**config.mk**
```make
export PLATFORM = sky130hd
export DESIGN_NAME = q2e_sqrt_cell
export DESIGN_NICKNAME = d
export VERILOG_FILES = /design/src/rtl/core/assert_macros.svh /design/src/rtl/core/q2e_pkg.sv /design/src/rtl/core/q2e_sqrt_cell.sv
export SDC_FILE = /design/constraint.sdc
export NUM_CORES = 1
export LEC_CHECK = 0
export BUFFER_PORTS_ARGS = -buffer_cell sky130_fd_sc_hd__buf_2
export CAP_MARGIN = 5
export CORE_AREA = 4 4 171 173
export CTS_BUF_LIST = sky130_fd_sc_hd__clkbuf_8 sky130_fd_sc_hd__clkbuf_16
export DETAILED_ROUTE_END_ITERATION = 10
export DIE_AREA = 0 0 175 177
export PLACE_DENSITY = 0.72
export SYNTH_ARGS = -nofsm -noshare
export SYNTH_HDL_FRONTEND = slang
export SYNTH_SLANG_ARGS = --single-unit
```
**constraint.sdc**
```tcl
create_clock -name clk -period 16 [get_ports clk]
set_input_delay 1.6 -clock clk [delete_from_list [all_inputs] [get_ports clk]]
set_output_delay 1.6 -clock clk [all_outputs]
set_load 0.03 [all_outputs]
```
**src/rtl/core/assert_macros.svh**
```systemverilog
// ---------------------------------------------------------------------------
// assert_macros.svh
// Concurrent assertion helpers, sampled on clk, disabled while rst_n is low.
// ---------------------------------------------------------------------------
`ifndef ASSERT_MACROS_SVH
`define ASSERT_MACROS_SVH

// property holds on every sampled edge
`define ASSERT_ALWAYS(lbl, prop) \
    lbl: assert property (@(posedge clk) disable iff (!rst_n) (prop)) \
        else $error("assertion failed");

// cause on this edge implies effect on the next one
`define ASSERT_NEXT(lbl, cause, effect) \
    lbl: assert property (@(posedge clk) disable iff (!rst_n) (cause) |=> (effect)) \
        else $error("assertion failed");

`endif

```
**src/rtl/core/q2e_pkg.sv**
```systemverilog
// ---------------------------------------------------------------------------
// q2e_pkg
// Shared widths, cell state types and the CORDIC angle table.
// ---------------------------------------------------------------------------
`timescale 1ns / 1ps

package q2e_pkg;

    localparam int CW         = 40;   // CORDIC x/y width
    localparam int ZW         = 27;   // angle accumulator, deg * 2^16
    localparam int PW         = 36;   // product sums
    localparam int SQ_STEPS   = 31;   // isqrt digit cells
    localparam int COR_STEPS  = 16;   // CORDIC iteration cells
    localparam int PIPE_DEPTH = 3 + SQ_STEPS + 1 + COR_STEPS + 1;

    typedef struct packed {
        logic [60:0] v;     // remainder
        logic [62:0] res;   // partial root
    } sqrt_t;

    typedef struct packed {
        logic signed [CW-1:0] x;
        logic signed [CW-1:0] y;
        logic signed [ZW-1:0] z;
        logic                 hold;  // axis case, angle already final
    } cordic_t;

    // atan(2^-i) in degrees, 16 fraction bits
    localparam logic signed [ZW-1:0] ATAN_TAB [COR_STEPS] = '{
        27'sd2949120, 27'sd1740967, 27'sd919879, 27'sd466945,
        27'sd234379,  27'sd117304,  27'sd58666,  27'sd29335,
        27'sd14668,   27'sd7334,    27'sd3667,   27'sd1833,
        27'sd917,     27'sd458,     27'sd229,    27'sd115
    };

endpackage

```
**src/rtl/core/q2e_sqrt_cell.sv**
```systemverilog
// ---------------------------------------------------------------------------
// q2e_sqrt_cell
// One digit of the restoring integer square root, registered.
// ---------------------------------------------------------------------------
`timescale 1ns / 1ps

module q2e_sqrt_cell (
    input  logic              clk,
    input  logic              en,
    input  logic [4:0]        step,
    input  q2e_pkg::sqrt_t    din,
    output q2e_pkg::sqrt_t    dout
);

    logic [5:0]     sh;
    logic [62:0]    bit_w;
    logic [63:0]    sum;
    q2e_pkg::sqrt_t nxt;

    always_comb
    begin
        sh    = 6'(6'd62 - {step, 1'b0});
        bit_w = 63'(1) << sh;
        sum   = {1'b0, din.res} + {1'b0, bit_w};
        if ({3'b000, din.v} >= sum)
        begin
            nxt.v   = 61'({3'b000, din.v} - sum);
            nxt.res = (din.res >> 1) + bit_w;
        end
        else
        begin
            nxt.v   = din.v;
            nxt.res = din.res >> 1;
        end
    end

    always_ff @(posedge clk)
    begin
        if (en)
        begin
            dout <= nxt;
        end
    end

endmodule

```
==> key figures <==
STA
  • Setup TNS Final: 0 ps
  • Crit share post-route: 53.6%
  • Fmax: about 120 MHz
  • Final Max Tran Viols: 0
  • Worst Max-Slew Pin Slew: 926 ps
  • Min cycle time layout: 8580 ps
  • Slew HR: 37.5%
  • Fin. Hold Viols: 0
  • RSZ-0062 raised after global routing: false
  • Final setup violation count: 0
  • Setup ws final: 7420 ps

Die
  • Die area: 0.0310 sq mm
  • Die Span X: 175 um
  • Rows: 61
  • Initial Utilization: 49.7%
  • Core box area: 0.0276 sq mm
  • Ports: 255
  • Die Span Y: 177 um

Pwr
  • P per Cell Area: 78.0 mW/mm^2
  • Sequential power share: between 30% and 40%
  • Switch share: 36.2%
  • Net switching power: 0.447 mW
  • Max IR drop VDD: 0.0000645 V
  • Clock share of power: 33.6%
  • Lkg Pwr: 6.44 nW
  • Internal cell power: 0.787 mW
  • Comb power frac: about a third

Yosys
  • Area of the mapped netlist: ~0.014 sq mm
  • Syn Area/Cell: 8.47 sq um
  • Cells after Synth: 1619
  • Library cells used by synthesis: 73
  • Syn. warnings: 0
  • Net count after synthesis: 1873
  • Largest cells by area after synthesis: edfxtp_1 27%, ha_1 11%, xnor2_1 6.6%, mux2_2 5.1%, xor2_1 4.7%
  • Dominant synthesized flop cell: edfxtp_1
  • Post-synth ARST share: 0%
  • Yosys reg bits: 124
  • Sequential share of the synthesized area: a little over a quarter
  • Post-synth EDFFs: around 120
  • Top cell type's share of synthesized area: 27.1%
  • Cell accounting for the most synthesized area: edfxtp_1

Clock tree
  • CTS Buf Count: 17
  • Clk sinks: 124
  • TritonCTS clock tree: yes
  • Clock root cell: clkbuf_16
  • Cts hold-fix bufs: 0
  • Reg clk slew, reported paths: roughly 70 ps
  • Post-CTS sizing: 0
  • Maximum clock path buffer count: 2
  • H-tree depth: 4
  • Post-CTS Setup Bufs: 0

Cells and area
  • Share of cells above drive strength 1: between 20% and 30%
  • Fin nets: a little over 2000
  • Largest register FFs: 124
  • Most frequent cells in the layout: 253 x buf_2, 165 x nor2_1, 147 x nand2_1
  • Most common cell after layout, fill and taps aside: buf_2
  • Biggest regs: dout (124)
  • Area grow syn2layout: 15.3%
  • FILL cells: about 2600
  • Final core utilization: 57.2%
  • Reg with most FFs: dout

GRT
  • Total GRT Usage: roughly 28%
  • First-pass GRT wire length: between 60000 and 70000 um
  • Total gr overflow: 0
  • Largest net degree at the start of global routing: 69
  • Vias in the first global route: 12729
  • Initial antenna violation count: 4

Worst setup path
  • WP data arrival: 8760 ps
  • Worst Path Buf+Inv: 3
  • Crit. End Element: flip-flop
  • Required time worst endpoint: 16180 ps
  • CP max FO: 49
  • CP max-delay cell: buf_4
  • CP top delay family: compound AO/OA/AOI/OAI gates
  • CP startpoint kind: input pin
  • CP peak stage delay: ~540 ps
  • WS Path Type: input pin to flip-flop

Hold path
  • Hold Path Class: input pin to flip-flop
  • Hold path cells: 2
  • Hold_sp: din[120]
  • Hold endpoint: dout[120]

Detailed routing
  • Initial DRT Pass Iterations: 5
  • Iter 0 DRT Violations: 1791
  • Remaining DRCs: 0
  • Routed vias/inst: between 6 and 7
  • Post-DRT Antenna Nets: 0
  • DR WL/cell: 20.4 um
  • Vias: 13781
  • Detailed Route WL: 45200 um

Placed design
  • Post-DP HPWL: 35600 um
  • Post-place setup slack: between 7000 and 8000 ps
  • Port bufs: approximately 250
  • GP Congestion: 0.969

Status
  • Outcome: completed

Job
  • Max_cap viols: 0
==> final cells by class <==
cell class / instances / area [sq um] / share of cell area, %
antenna: 2 / 5.00 / 0.0316
clock buffer: 17 / 425 / 2.69
clock inverter: 15 / 175 / 1.11
inverter: 40 / 150 / 0.949
multi-input combinational: 1381 / 9540 / 60.3
sequential: 124 / 3720 / 23.5
tap: 378 / 473 / 2.99
timing repair buffer: 260 / 1320 / 8.34
==> worst max-delay path by stage <==
stage	startpoint	to	slack [ps]	cells past startpoint
after floorplan	step[3]	dout[58]	8850	26
after global placement	step[2]	dout[58]	7410	28
after detailed placement	step[2]	dout[58]	7290	28
after CTS	step[2]	dout[58]	7620	28
after global routing	step[4]	dout[58]	6990	28
final	step[4]	dout[58]	7420	28
==> cells in the mapped netlist, types with 17 or more instances <==
| master | number |
|---|---|
| a21oi_1 | 121 |
| nor3_1 | 18 |
| xor2_1 | 73 |
| ha_1 | 122 |
| o21a_1 | 22 |
| inv_1 | 39 |
| edfxtp_1 | 124 |
| nand2b_1 | 17 |
| nand3_1 | 33 |
| mux2_2 | 62 |
| nand4_1 | 44 |
| a21o_1 | 38 |
| nor2_1 | 165 |
| a31o_2 | 19 |
| clkbuf_1 | 53 |
| o31ai_1 | 18 |
| nor2b_1 | 17 |
| xnor2_1 | 103 |
| a31oi_1 | 64 |
| and3_1 | 18 |
| nand2_1 | 147 |
| o21bai_1 | 27 |
| o21ai_0 | 96 |
==> power by group through the flow <==
stage,clock (mW),sequential [mW],combinational (mW)
6_report,0.415,0.400,0.419
3_3_place_gp,0,0.407,0.407
4_1_cts,0.418,0.400,0.412
2_1_floorplan,0,0.466,0.227
5_1_grt,0.431,0.403,0.451
3_5_place_dp,0,0.406,0.410
==> cell families (layout without fill, tap and decap cells) <==
| group | count (synthesis) | count (layout) | synth area share [%] |
|---|---|---|---|
| other | 0 | 2 | 0 |
| AO/OA/AOI/OAI | 492 | 492 | 23.3 |
| adder cells (fa/ha/maj) | 123 | 123 | 11.3 |
| XOR/XNOR | 176 | 176 | 11.2 |
| multiplexers | 69 | 69 | 5.60 |
| buffers and inverters | 114 | 332 | 3.31 |
| flip-flops | 124 | 124 | 27.1 |
| AND/OR/NAND/NOR | 521 | 521 | 18.2 |
==> per-stage QoR <==
stage / std cells / cell area [sq um] / power [mW] / hold WS (ps)
after floorplan: 1619 / 13700 / 0.694 / 1710
after global placement: 2183 / 15200 / 0.814 / 1900
after detailed placement: 2183 / 15200 / 0.816 / 1910
after CTS: 2215 / 15800 / 1.23 / 1470
after global routing: 2217 / 15800 / 1.28 / 1480
final: 2217 / 15800 / 1.23 / 1490
==> layer usage <==
layer | GRT usage [%] | part of all wire (%)
met1 | 40.0 | 45
met4 | 7.40 | 2.3
met3 | 4.93 | 8.8
met5 | 0 | 0.055
met2 | 43.7 | 44
(Power assumes the default switching activity.)
