`src/rtl/core/assert_macros.svh`:
```
// ---------------------------------------------------------------------------
// assert_macros.svh
// Concurrent assertion helpers, sampled on clk, disabled while rst_n is low.
// ---------------------------------------------------------------------------
`ifndef ASSERT_MACROS_SVH
`define ASSERT_MACROS_SVH

// property holds on every sampled edge
`define ASSERT_ALWAYS(lbl, prop) \
    lbl: assert property (@(posedge clk) disable iff (!rst_n) (prop)) \
        else $error("assertion failed");

// cause on this edge implies effect on the next one
`define ASSERT_NEXT(lbl, cause, effect) \
    lbl: assert property (@(posedge clk) disable iff (!rst_n) (cause) |=> (effect)) \
        else $error("assertion failed");

`endif

```
`src/rtl/core/q2e_pkg.sv`:
```
// ---------------------------------------------------------------------------
// q2e_pkg
// Shared widths, cell state types and the CORDIC angle table.
// ---------------------------------------------------------------------------
`timescale 1ns / 1ps

package q2e_pkg;

    localparam int CW         = 40;   // CORDIC x/y width
    localparam int ZW         = 27;   // angle accumulator, deg * 2^16
    localparam int PW         = 36;   // product sums
    localparam int SQ_STEPS   = 31;   // isqrt digit cells
    localparam int COR_STEPS  = 16;   // CORDIC iteration cells
    localparam int PIPE_DEPTH = 3 + SQ_STEPS + 1 + COR_STEPS + 1;

    typedef struct packed {
        logic [60:0] v;     // remainder
        logic [62:0] res;   // partial root
    } sqrt_t;

    typedef struct packed {
        logic signed [CW-1:0] x;
        logic signed [CW-1:0] y;
        logic signed [ZW-1:0] z;
        logic                 hold;  // axis case, angle already final
    } cordic_t;

    // atan(2^-i) in degrees, 16 fraction bits
    localparam logic signed [ZW-1:0] ATAN_TAB [COR_STEPS] = '{
        27'sd2949120, 27'sd1740967, 27'sd919879, 27'sd466945,
        27'sd234379,  27'sd117304,  27'sd58666,  27'sd29335,
        27'sd14668,   27'sd7334,    27'sd3667,   27'sd1833,
        27'sd917,     27'sd458,     27'sd229,    27'sd115
    };

endpackage

```
`src/rtl/core/q2e_cordic_cell.sv`:
```
// ---------------------------------------------------------------------------
// q2e_cordic_cell
// One vectoring CORDIC micro-rotation, registered.
// ---------------------------------------------------------------------------
`timescale 1ns / 1ps

module q2e_cordic_cell (
    input  logic                clk,
    input  logic                en,
    input  logic [3:0]          step,
    input  q2e_pkg::cordic_t    din,
    output q2e_pkg::cordic_t    dout
);

    logic signed [q2e_pkg::CW-1:0] dx;
    logic signed [q2e_pkg::CW-1:0] dy;
    q2e_pkg::cordic_t              nxt;

    always_comb
    begin
        dx  = din.y >>> step;
        dy  = din.x >>> step;
        nxt = din;
        if (!din.hold)
        begin
            if (din.y > 0)
            begin
                nxt.x = din.x + dx;
                nxt.y = din.y - dy;
                nxt.z = din.z + q2e_pkg::ATAN_TAB[step];
            end
            else
            begin
                nxt.x = din.x - dx;
                nxt.y = din.y + dy;
                nxt.z = din.z - q2e_pkg::ATAN_TAB[step];
            end
        end
    end

    always_ff @(posedge clk)
    begin
        if (en)
        begin
            dout <= nxt;
        end
    end

endmodule

```
`config.mk`:
```
export PLATFORM = sky130hd
export DESIGN_NAME = q2e_cordic_cell
export DESIGN_NICKNAME = d
export VERILOG_FILES = /design/src/rtl/core/assert_macros.svh /design/src/rtl/core/q2e_pkg.sv /design/src/rtl/core/q2e_cordic_cell.sv
export SDC_FILE = /design/constraint.sdc
export NUM_CORES = 1
export LEC_CHECK = 0
export ABC_AREA = 1
export BUFFER_PORTS_ARGS = -buffer_cell sky130_fd_sc_hd__buf_2
export CAP_MARGIN = 10
export CORE_MARGIN = 2
export CORE_UTILIZATION = 25
export CTS_CLUSTER_DIAMETER = 30
export CTS_CLUSTER_SIZE = 25
export DETAILED_ROUTE_END_ITERATION = 10
export MAX_ROUTING_LAYER = met4
export SLEW_MARGIN = 20
export SYNTH_ARGS = -nofsm -noshare
export SYNTH_HDL_FRONTEND = slang
export SYNTH_SLANG_ARGS = --single-unit
```
`constraint.sdc`:
```
create_clock -name clk -period 6.98 [get_ports clk]
set_input_delay 0.349 -clock clk [delete_from_list [all_inputs] [get_ports clk]]
set_output_delay 0.349 -clock clk [all_outputs]
set_load 0.05 [all_outputs]
```
==> flow_summary.ini, run 1 <==
[final_layout]
reg_top3 = dout x108
nets = 3380
top_register = dout
final_cells = 4106
final_util = 0.282
fillers = 8210
areaGrowthSynthToFinish_pct = 12.1
largest_reg_flops = 108
final_layout_size_suffix_gt1_frac = 0.118

[worst_setup_path]
crit_path_start_kind = primary input
crit_path_end_kind = flop
crit_type = primary input to flop
critPathMaxFanout = 81
cp.required_ps = 7140
critPathArrivalTime_ps = 6180

[sta]
final.setup.tns_ps = 0
fin_crit_sh = 0.862
hold_violations = 0
max_freq_ghz = 0.166
fin_ws_ps = 966
layout_min_cycle_time_ps = 6010
rsz0062_at_grt = no
tightest_slew_ps = 1090
setup_viol = 0
slew_headroom = 0.269
maxSlewViolCount = 0

[clocking]
post_cts_resize_count = 0
clk_pin_slew_ps = 80
cts_root_buffer = clkbuf_16
clkSinkCount = 108
ctsLongestPathBuffers = 2
htree_levels = 3
cts_buffers = 9
postCtsSetupBuffers = 0
cts_tree = yes
cts_hold_buf = 0

[logic_synthesis]
syn_avg_cell_area_sq_um = 5.95
synth_nets = 3235
ys_types = 56
synth_seq_area_share = 0.181
ys_seq_elements = 108
syn_area_sq_mm = 0.0179
synth_flop_cell = edfxtp_1
synth_edf_count = 108
yosysWarnings = 0
synthArstFlopShare = 0
netlist_instances = 3004

[detailed_routing]
drt_iter0_drc = 1828
wl_per_cell_um = 18.2
viasPerCell = 5.01
dr.pass1.iters = 6
wl_mm = 74.8
drtAntennaViolNets = 0
drcViolationCount = 0
dr_total_vias = 20600

[global_route]
grt_max_degree = 82
overflow = 0
grt_pass1_wl_mm = 113
met1_usage = 0.277
grt_pass1_vias = 19300
grtUsageMet2 = 0.318
antenna_found_initial = 2
met3_usage = 0.0191
track_usage = 0.204
grt_busiest_layer = met2

[run_status]
status = completed

[placement]
place_inst = 4088
gp_congestion = 0.992
io_buffers = 221
dp_hpwl_mm = 61.8
pre_cts_slack_ps = 667

[floorplan]
fp-row-count = 98
core_sq_mm = 0.0711
start_util = 0.251
die_h_um = 271
die_width_um = 271
die-area_sq_mm = 0.0737
io_pins = 222

[pwr]
cellLeakagePower_uw = 0.00943
ir_drop_v = 0.000118
p_per_area_mw_per_mm2 = 192

[hold_path]
min_path_cells = 3
hp-class = primary input to flop

[flow_run]
max-cap-violations = 0
synth_stat cells, types with 9 or more instances:
library cell	count	area [sq um]
nand2_1	893	3350
o21a_1	9	67.6
nand2_2	18	113
buf_2	34	170
ha_1	114	1430
a21oi_1	154	771
inv_2	9	33.8
nor2_1	271	1020
clkbuf_1	34	128
buf_6	12	135
nand4_1	32	200
buf_4	13	97.6
buf_1	11	41.3
or2_2	51	319
inv_1	283	1060
o211ai_1	16	120
a21o_1	9	67.6
xnor2_1	26	228
a31oi_1	29	181
nor3_1	25	125
xor2_1	78	683
o21ai_0	191	956
o21ai_1	18	90.1
nor4_1	17	106
nand3_1	448	2240
edfxtp_1	108	3240
report_power, final:
part | switching (uW) | internal (uW) | leakage, uW
logic | 1730 | 703 | 0.00825
registers | 29.1 | 844 | 0.00105
clock network | 291 | 245 | 0.000127
per-layer routing:
metal	up-vias	part of all wire	wire length, um
met4	0	0.029	2150
met1	9449	0.47	35200
met3	97	0.054	4010
met2	656	0.45	33500
met5	-	0	0
li1	10400	-	-
cell families after synthesis:
family,share of synthesized area
buf+inv,0.0938
xor+xnor,0.0509
mux,0.00168
simple gates,0.439
flops,0.181
fa+ha+maj,0.0831
compound gates,0.150
stage by stage:
stage                     power, uW  instance area (sq um)  hold WS, ps
after floorplan                2630                  17900          448
final                          3840                  20000          231
after CTS                      3850                  20000          208
after global placement         3300                  19800          650
after detailed placement       3290                  19800          655
after global routing           4150                  20000          229
critical path: stages:
cell and delay (ps):
buf_4 580, inv_6 360, o21ai_0 370, nand2_1 110, nand3_1 160, nand3_1 80, o21ai_1 160, ha_1 370
nand3_2 180, nor2_2 270, nand2_1 150, o21ai_1 170, xor2_1 260, ha_1 350, a21oi_1 300, inv_1 70
a31oi_1 280, nand2_1 160, a31oi_1 310, o21ai_0 330, nand3_1 170, nand2_1 70, or2_2 270, nand3_1 90
nand2_1 70
path summary, 6_finish.rpt:
check  startpoint  slack [ps]                  to
min        din[5]         230   dout[5]$_DFFE_PP_
max       step[0]         970  dout[99]$_DFFE_PP_
placed cells by master (no fill, tap or decap), drive strengths merged, types with 26 or more instances in the layout:
master    n
inv     294
nor3     27
a31oi    29
o21ai   215
nand2   911
xor2     78
buf     238
nor2    287
nand4    32
ha      114
nand3   455
xnor2    26
or2      54
edfxtp  108
a21oi   155
area by class of cell:
class                   count  area, sq um  area share
multi-input cells        2499        13000       0.647
flip-flops and latches    108         3240       0.162
diodes                      2         5.00    0.000250
clock inverters             6         47.5     0.00237
repair buffers            238         1270      0.0632
inverters                 293         1110      0.0552
clock buffers              10          229      0.0114
well taps                 950         1190      0.0593
Note: power is estimated with default switching activity, not from simulation.
==> run 2, diff against run 1 <==
Settings changed: CELL_PAD_IN_SITES_DETAIL_PLACEMENT set to 1, CELL_PAD_IN_SITES_GLOBAL_PLACEMENT set to 2, CTS_BUF_LIST set to sky130_fd_sc_hd__clkbuf_16, PLACE_DENSITY_LB_ADDON set to 0.1.
==> run 2 against run 1 <==
Compared with the run above: critical endpoint is now dout[98]$_DFFE_PP_; critical path depth fell by 1; non-clock buffer count up 14; setup slack gained 280 ps; sequential power is 0.5% lower; clock power up 13%; final area grew 0.59%; total power grew 4.5%; utilization increased by 0.17 points.
==> flow_summary.ini, run 2 (synthesis results as in run 1) <==
[run_status]
status = completed

[worst_setup_path]
crit_path_end_kind = flop
critPathMaxFanout = 64
crit_path_start_kind = primary input
critPathLaunch = step[0]
cp.required_ps = 7170
critPathArrivalTime_ps = 5930
critical_path.endpoint = dout[98]$_DFFE_PP_
crit_type = primary input to flop

[sta]
maxSlewViolCount = 0
rsz0062_at_grt = no
layout_min_cycle_time_ps = 5740
slew_headroom = 0.351
fin_ws_ps = 1240
final.setup.tns_ps = 0
setup_viol = 0
tightest_slew_ps = 964
hold_violations = 0
fin_crit_sh = 0.822
max_freq_ghz = 0.174

[final_layout]
largest_reg_flops = 108
layout.cells.most_common_list = nand2_1 (892), nand3_1 (448), inv_1 (282)
top_register = dout
areaGrowthSynthToFinish_pct = 12.8
nets = 3394
final_util = 0.284
multi_input_area_sq_mm = 0.0130
mostFrequentLayoutCell = nand2_1
final_cells = 4119
reg_top3 = dout x108
final_layout_size_suffix_gt1_frac = 0.122
seqCellArea_sq_mm = 0.00324
fillers = 9315

[hold_path]
hp-class = primary input to flop

[clocking]
clkSinkCount = 108
htree_levels = 3
ctsLongestPathBuffers = 2
cts_root_buffer = clkbuf_16
postCtsSetupBuffers = 0
cts_buffers = 9
cts_tree = yes
cts_hold_buf = 0
clk_pin_slew_ps = 100
post_cts_resize_count = 0

[pwr]
p_total_uw = 4010
p_per_area_mw_per_mm2 = 199
ir_drop_v = 0.0000974
cellLeakagePower_uw = 0.00952

[floorplan]
die_h_um = 271
die_width_um = 271
start_util = 0.251
fp-row-count = 98
io_pins = 222
die-area_sq_mm = 0.0737
core_sq_mm = 0.0711

[detailed_routing]
dr.pass1.iters = 5
wl_mm = 88.8
drcViolationCount = 0
drt_iter0_drc = 1188
viasPerCell = 5.05
wl_per_cell_um = 21.6
drtAntennaViolNets = 0
dr_total_vias = 20800

[global_route]
grt_pass1_vias = 22000
grt_pass1_wl_mm = 134
track_usage = 0.245
antenna_found_initial = 1
grt_max_degree = 78
overflow = 0

[placement]
dp_hpwl_mm = 75.5
io_buffers = 221
gp_congestion = 0.950
pre_cts_slack_ps = 739
place_inst = 4102

[flow_run]
max-cap-violations = 0
-- run 2: worst min-delay path by stage --
stage / start / end / cells past startpoint
2_1_floorplan: din[0] / dout[0]$_DFFE_PP_ / 0
3_3_place_gp: din[10] / dout[10]$_DFFE_PP_ / 3
3_5_place_dp: din[11] / dout[11]$_DFFE_PP_ / 3
4_1_cts: din[11] / dout[11]$_DFFE_PP_ / 3
5_1_grt: din[12] / dout[12]$_DFFE_PP_ / 3
6_report: din[11] / dout[11]$_DFFE_PP_ / 3
-- run 2: stage by stage --
stage	instance area, sq um	hold slack, ps
2_1_floorplan	17900	448
3_3_place_gp	19900	644
3_5_place_dp	19900	651
4_1_cts	20200	201
5_1_grt	20200	221
6_report	20200	224
-- run 2: per-layer routing --
metal  up-vias  part of all wire  GRT usage
met1     10100              0.47      0.311
met3        72             0.018     0.0157
li1      10400                 -          -
met4         0             0.028     0.0723
met2       288              0.48      0.416
met5         -                 0          -
-- run 2: area by class of cell --
type,count,area share
diodes,1,0.000124
clock buffers,9,0.0112
clock inverters,7,0.00397
inverters,293,0.0548
multi-input cells,2499,0.643
flip-flops and latches,108,0.161
well taps,950,0.0589
repair buffers,252,0.0674
-- run 2: report_power, final --
part / internal (uW) / total, uW / leakage, uW / switching [uW]
Sequential: 844 / 869 / 0.00105 / 25.1
Clock: 285 / 608 / 0.000148 / 322
Combinational: 713 / 2540 / 0.00832 / 1820
-- run 2: worst max-delay path, cell delays in order --
cell,delay [ps]
buf_4,460
inv_6,330
o21ai_0,320
nand2_1,110
nand3_1,150
nand3_1,80
o21ai_1,180
ha_1,400
nand3_2,190
nor2_2,270
nand2_1,160
nor2_1,150
a21oi_1,90
xor2_1,190
ha_1,380
nand2_1,120
nor2_1,120
inv_1,60
nor3_1,330
a21oi_1,200
o21ai_0,500
a21oi_1,210
xor2_1,180
o21ai_0,340
==> run 3, diff against run 2 <==
Clock period 6.98 ns to 4.65 ns, I/O delays scaled along.
==> run 3 against run 2 <==
Compared with the run above: sequential cell count did not move; utilization grew 9.0 points; die area unchanged; largest cell class unchanged.
==> flow_summary.ini, run 3 (synthesis results as in run 1) <==
[run_status]
status = completed

[final_layout]
areaGrowthSynthToFinish_pct = 48.6
seqCellArea_sq_mm = 0.00324
final_layout_size_suffix_gt1_frac = 0.308
nets = 4184
final_util = 0.374
multi_input_area_sq_mm = 0.0132
fillers = 9455
mostFrequentLayoutCell = nand2_1
reg_top3 = dout x108
layout.cells.most_common_list = nand2_1 (891), buf_4 (801), nand3_1 (446)
largest_reg_flops = 108
top_register = dout
final_area_sq_mm = 0.0266

[detailed_routing]
drcViolationCount = 0
wl_mm = 99.5
drtAntennaViolNets = 0
wl_per_cell_um = 20.3
viasPerCell = 4.91
dr.pass1.iters = 5
drt_iter0_drc = 983
dr_total_vias = 24100

[sta]
tightest_slew_ps = 717
maxSlewViolCount = 0
layout_min_cycle_time_ps = 4440
fin_crit_sh = 0.955
rsz0062_at_grt = yes
max_freq_ghz = 0.225
hold_ws_ps = 107
slew_headroom = 0.522
hold_violations = 0
setup_viol = 0

[hold_path]
hp-class = primary input to flop

[pwr]
ir_drop_v = 0.000159
p_seq_frac = 0.175
p_int_uw = 3810
cellLeakagePower_uw = 0.0135
swShare = 0.489
clkPwrFrac = 0.118
p_switching_uw = 3650
p_per_area_mw_per_mm2 = 281
combPwrFrac = 0.708

[placement]
io_buffers = 221
dp_hpwl_mm = 86.5
placed_area_sq_mm = 0.0259
gp_congestion = 0.930

[global_route]
grt_max_degree = 63
grt_pass1_wl_mm = 150
overflow = 0
track_usage = 0.273
antenna_found_initial = 2
grt_pass1_vias = 25900

[worst_setup_path]
path_buf_inv = 9
crit_path_end_kind = flop
path_common_cell = buf_4
crit_type = primary input to flop
crit_path_start_kind = primary input
cp_top_family = simple AND/OR/NAND/NOR gates
cp.required_ps = 4810
critPathArrivalTime_ps = 4600
critPathMaxFanout = 3
cpPeakStageDelay_ps = 370
slowest_stage = a311oi_2

[floorplan]
die-area_sq_mm = 0.0737
start_util = 0.251
fp-row-count = 98
die_width_um = 271
io_pins = 222
core_sq_mm = 0.0711
die_h_um = 271

[clocking]
htree_levels = 3
clkSinkCount = 108
clk_pin_slew_ps = 100
ctsLongestPathBuffers = 2
cts_tree = yes
cts_root_buffer = clkbuf_16
cts_buffers = 9

[flow_run]
max-cap-violations = 0
==> run 3: cell count changes in the layout (fill, tap and decap cells not counted), sizes merged <==
cell and delta:
clkinv +1, clkbuf +1, buf +788, bufbuf +1, bufinv -1
==> run 3: layer usage <==
metal	wire length [um]	GRT usage	up-vias	share of wire
met3	2290	0.0202	102	0.023
met2	49200	0.478	369	0.49
met1	45000	0.333	11700	0.45
met4	2980	0.0818	0	0.030
met5	0	-	-	0
li1	-	-	12000	-
==> run 3: tightest hold or removal path, cell delays in order <==
cell and delay, ps:
buf_2 90, nand2_1 50, nand2_1 60
==> run 3: metrics by stage <==
| step | cells | setup slack (ps) | TNS, ps | power, uW |
|---|---|---|---|---|
| floorplan | 3004 | 702 | 0 | 3940 |
| global placement | 4886 | -935 | -19000 | 6450 |
| detailed placement | 4886 | -962 | -24150 | 6540 |
| CTS | 4904 | -8.17 | -8.17 | 7460 |
| global route | 4909 | -34.2 | -99.7 | 8020 |
| finish | 4909 | 211 | 0 | 7470 |
==> run 3: power by group through the flow <==
| stage | Sequential, uW | Clock (uW) | Combinational, uW |
|---|---|---|---|
| floorplan | 1840 | 0 | 2100 |
| global placement | 1320 | 0 | 5130 |
| detailed placement | 1330 | 0 | 5210 |
| CTS | 1310 | 907 | 5250 |
| global route | 1320 | 928 | 5770 |
| finish | 1310 | 877 | 5280 |
==> run 3: final timing paths <==
check | endpoint | slack [ps] | cells after the start | startpoint
max | dout[62]$_DFFE_PP_ | 210 | 29 | step[1]
min | dout[3]$_DFFE_PP_ | 110 | 3 | din[3]
==> run 3: final cells by class <==
cell class / count / share of cell area
Tap cell: 950 / 0.0447
Multi-Input combinational cell: 2499 / 0.496
Antenna cell: 1 / 0.0000942
Clock inverter: 7 / 0.00198
Clock buffer: 9 / 0.00848
Sequential cell: 108 / 0.122
Timing Repair Buffer: 1042 / 0.285
Inverter: 293 / 0.0416
==> run 3: repair_timing <==
| item | in CTS | in global routing |
|---|---|---|
| hold buffers | 0 | 0 |
| setup endpoints to repair | 21 | 56 |
| gates cloned | 1 | 1 |
| buffers inserted | 1 | 3 |
| gates resized for setup | 12 | 68 |
| pin swaps | 2 | 7 |
